<file path="src/sv/rrr_ram.sv">
// Generic single-write, single-read synchronous RAM with a registered read port.
// No dependencies.
module rrr_ram #(
	parameter int unsigned Width = 8,
	parameter int unsigned Depth = 16,
	parameter int unsigned AddrW = (Depth > 1) ? $clog2(Depth) : 1
) (
	input  logic             clk,
	input  logic             we,
	input  logic [AddrW-1:0] waddr,
	input  logic [Width-1:0] wdata,
	input  logic             re,
	input  logic [AddrW-1:0] raddr,
	output logic [Width-1:0] rdata
);
	logic [Width-1:0] mem [Depth];
	logic [Width-1:0] rdata_q;

	always_ff @(posedge clk) begin
		if (we) begin
			mem[waddr] <= wdata;
		end
		if (re) begin
			rdata_q <= mem[raddr];
		end
	end

	assign rdata = rdata_q;
endmodule

</file>
<file path="config.mk">
export PLATFORM = sky130hd
export DESIGN_NAME = rrr_ram
export DESIGN_NICKNAME = d
export VERILOG_FILES = /design/src/sv/rrr_ram.sv
export SDC_FILE = /design/constraint.sdc
export NUM_CORES = 1
export LEC_CHECK = 0
export ABC_CLOCK_PERIOD_IN_PS = 2470
export BUFFER_PORTS_ARGS = -buffer_cell sky130_fd_sc_hd__buf_2
export CAP_MARGIN = 20
export CORE_MARGIN = 8
export CORE_UTILIZATION = 50
export CTS_CLUSTER_DIAMETER = 150
export DETAILED_ROUTE_END_ITERATION = 10
export PLACE_DENSITY_LB_ADDON = 0.25
export SYNTH_ARGS = -nofsm -noshare
export SYNTH_HDL_FRONTEND = slang
export SYNTH_SLANG_ARGS = --single-unit
export TNS_END_PERCENT = 1
</file>
<file path="constraint.sdc">
create_clock -name clk -period 2.47 [get_ports clk]
set_clock_uncertainty 0.15 [all_clocks]
set_input_delay 0.3705 -clock clk [delete_from_list [all_inputs] [get_ports clk]]
set_output_delay 0.3705 -clock clk [all_outputs]
set_load 0.1 [all_outputs]
</file>
==> results.sh <==
export IMPL_antenna_found_initial=0
export IMPL_tns_ns=0
export IMPL_hold_class="in -> reg"
export IMPL_first_iter_violations=209
export IMPL_p_clk_share_pct=46.1
export IMPL_vias_per_cell=5.63
export IMPL_startpoint_type="register"
export IMPL_sequentialPowerShare_pct=48.2
export IMPL_rrSetupSlack_ns=0.83
export IMPL_die_h_um=118
export IMPL_crit_type="reg -> out"
export IMPL_fin_crit_sh_pct=76.3
export IMPL_wl_met2_um=4940
export IMPL_syn_avg_cell_area_um2=22.8
export IMPL_netlist_area_um2=5230
export IMPL_postSynthCellCount=229
export IMPL_dr_wl_met3_um=282
export IMPL_min_to="mem[0][0]"
export IMPL_hold_depth=1
export IMPL_rr_worst_depth=3
export IMPL_p_leak_uw=0.00210
export IMPL_finalWirelength_um=9470
export IMPL_hold_violations=0
export IMPL_clockRootBuffer="clkbuf_8"
export IMPL_swShare_pct=20.4
export IMPL_grt_setup_unrepaired="no"
export IMPL_p_int_uw=4320
export IMPL_instances_no_fill=431
export IMPL_worstHoldStart="wdata[0]"
export IMPL_drive_gt1_share_pct=31.9
export IMPL_dp_hpwl_um=6060
export IMPL_crit_required_ns=1.95
export IMPL_period_needed_ns=1.88
export IMPL_r2r_start="mem[8][3]"
export IMPL_routedLengthMet1_um=4090
export IMPL_drc=0
export IMPL_cp_slowest_cell="buf_2"
export IMPL_antenna_cells=0
export IMPL_postCtsSetupRepairBufs=0
export IMPL_pre_cts_slack_ns=0.328
export IMPL_maxSlewViolCount=0
export IMPL_ir_worst_vdd_mv=0.431
export IMPL_die_area_um2=14000
export IMPL_vias=2428
export IMPL_cts_buffers=17
export IMPL_io_pins=27
export IMPL_crit_path_max_incr_delay_ns=0.45
export IMPL_cts_tree="built"
export IMPL_nNetsFinal=301
export IMPL_pwr_share_comb_pct=5.7
export IMPL_portBuffers=26
export IMPL_reg2reg_to="rdata[3]"
export IMPL_fp_dieW_um=118
export IMPL_setup_slack_ns=0.586
export IMPL_grt_pass1_wl_um=14400
export IMPL_p_sw_uw=1110
export IMPL_cts_resized=0
export IMPL_cts_sinks=136
export IMPL_setup_viol=0
export IMPL_htree_levels=4
export IMPL_grt_pass1_vias=2473
export IMPL_tightest_slew_ns=0.758
export IMPL_syn_nets=248
export IMPL_grt_overflow_total=0
export IMPL_arrival_ns=1.36
export IMPL_ant_nets=0
export IMPL_endpoint_kind="output pin"
export IMPL_worstSkewPairLatency_ns=0.52
export IMPL_slew_headroom_pct=49.3
export IMPL_fp_row_count=37
export IMPL_grt_start_max_net_pins=33
export IMPL_layout_commonest_cell="edfxtp_1"
export IMPL_drtPass1Iterations=4
export IMPL_coreArea_um2=10200
export IMPL_ctsHoldBuffers=0
export IMPL_yosys_warnings=0
export IMPL_clk_pin_slew_ns=0.06
export IMPL_yosysSeqAreaShare_pct=78.1
export IMPL_yosysUniqueCellTypes=18
export IMPL_wl_per_cell_um=22.0
export IMPL_final_cell_mix="edfxtp_1 (136), buf_2 (26), mux4_2 (18)"
export IMPL_initial_core_util_pct=51.1
export IMPL_crit_buf_inv=1
export IMPL_max_freq_ghz=0.531
export IMPL_dp_cells=399
export IMPL_status="completed"
export IMPL_routed_top_layer="met4"
export IMPL_area_growth_pct=18.6
export IMPL_synth_seq_cells=136
export IMPL_gp_congestion=0.731
export IMPL_cap_violations=0
export IMPL_grt_use_total_pct=14.2
export IMPL_power_density_nw_per_um2=876
export IMPL_critPathMaxFanout=1
export IMPL_worst_path_dominant_cell_family="buffers and inverters"
export IMPL_path_cells="buf_2"
export IMPL_cts_buffer_depth=2
## worst max-delay path by stage
| stage | startpoint | end | slack, ns | cells past startpoint |
|---|---|---|---|---|
| floorplan | waddr[2] | mem[0][0] | 0.46 | 2 |
| global placement | raddr[0] | rdata[2] | 0.35 | 5 |
| detailed placement | raddr[0] | rdata[3] | 0.33 | 5 |
| CTS | rdata[7] | rdata[7] | 0.57 | 1 |
| global route | rdata[7] | rdata[7] | 0.55 | 1 |
| finish | rdata[7] | rdata[7] | 0.59 | 1 |
## layout make-up
cell class / instances / area, µm²
Timing Repair Buffer: 44 / 290
Tap cell: 136 / 170
Clock inverter: 15 / 184
Sequential cell: 136 / 4080
Fill cell: 713 / 4030
Clock buffer: 17 / 414
Multi-Input combinational cell: 83 / 1060
## cell usage after synthesis
cell / number / area [µm²]
a22oi_1: 16 / 120
and2_1: 1 / 6.26
and2b_1: 1 / 7.51
buf_2: 3 / 15.0
buf_4: 1 / 7.51
buf_6: 3 / 33.8
clkdlybuf4s25_2: 3 / 30.0
edfxtp_1: 136 / 4080
mux4_1: 14 / 368
mux4_2: 18 / 405
nand2_1: 9 / 33.8
nand2b_1: 2 / 12.5
nand3_1: 1 / 5.00
nand3b_1: 2 / 15.0
nor2_1: 13 / 48.8
nor2b_1: 1 / 6.26
nor3_1: 4 / 20.0
or3b_2: 1 / 8.76
## power groups by stage
stage	clock network [µW]	logic (µW)	registers, µW
CTS	2530	316	2620
finish	2500	311	2620
global route	2620	331	2620
global placement	0	311	2660
detailed placement	0	316	2660
floorplan	0	131	2740
## cell families (layout without fill, tap and decap cells)
| logic type | Yosys count | in the layout | share of synthesized area [%] |
|---|---|---|---|
| AOI/OAI and AO/OA | 16 | 16 | 2.30 |
| muxes | 32 | 32 | 14.8 |
| and+or+nand+nor | 35 | 35 | 3.14 |
| buffers and inverters | 10 | 76 | 1.65 |
| DFF | 136 | 136 | 78.1 |
## sequential cells by signal, indices dropped and copies added, names as in the netlist
signal / cells
mem: 128
rdata: 8
## stage by stage
step / total power (µW) / hold slack [ns] / utilization (%) / cell area, µm²
after floorplan: 2870 / 0.319 / - / 5230
after global placement: 2970 / 0.578 / 54.8 / 5600
after detailed placement: 2980 / 0.578 / 54.8 / 5600
after CTS: 5470 / 0.0762 / 60.6 / 6200
after global routing: 5570 / 0.0768 / 60.6 / 6200
final: 5430 / 0.0843 / 60.6 / 6200
## metal layers
metal  vias to the layer above  track usage, %
met3                        16            3.66
met4                         0            6.24
met5                         -               0
li1                       1089               -
met1                      1266            17.7
met2                        57            23.0
Note: power is estimated with default switching activity, not from simulation.
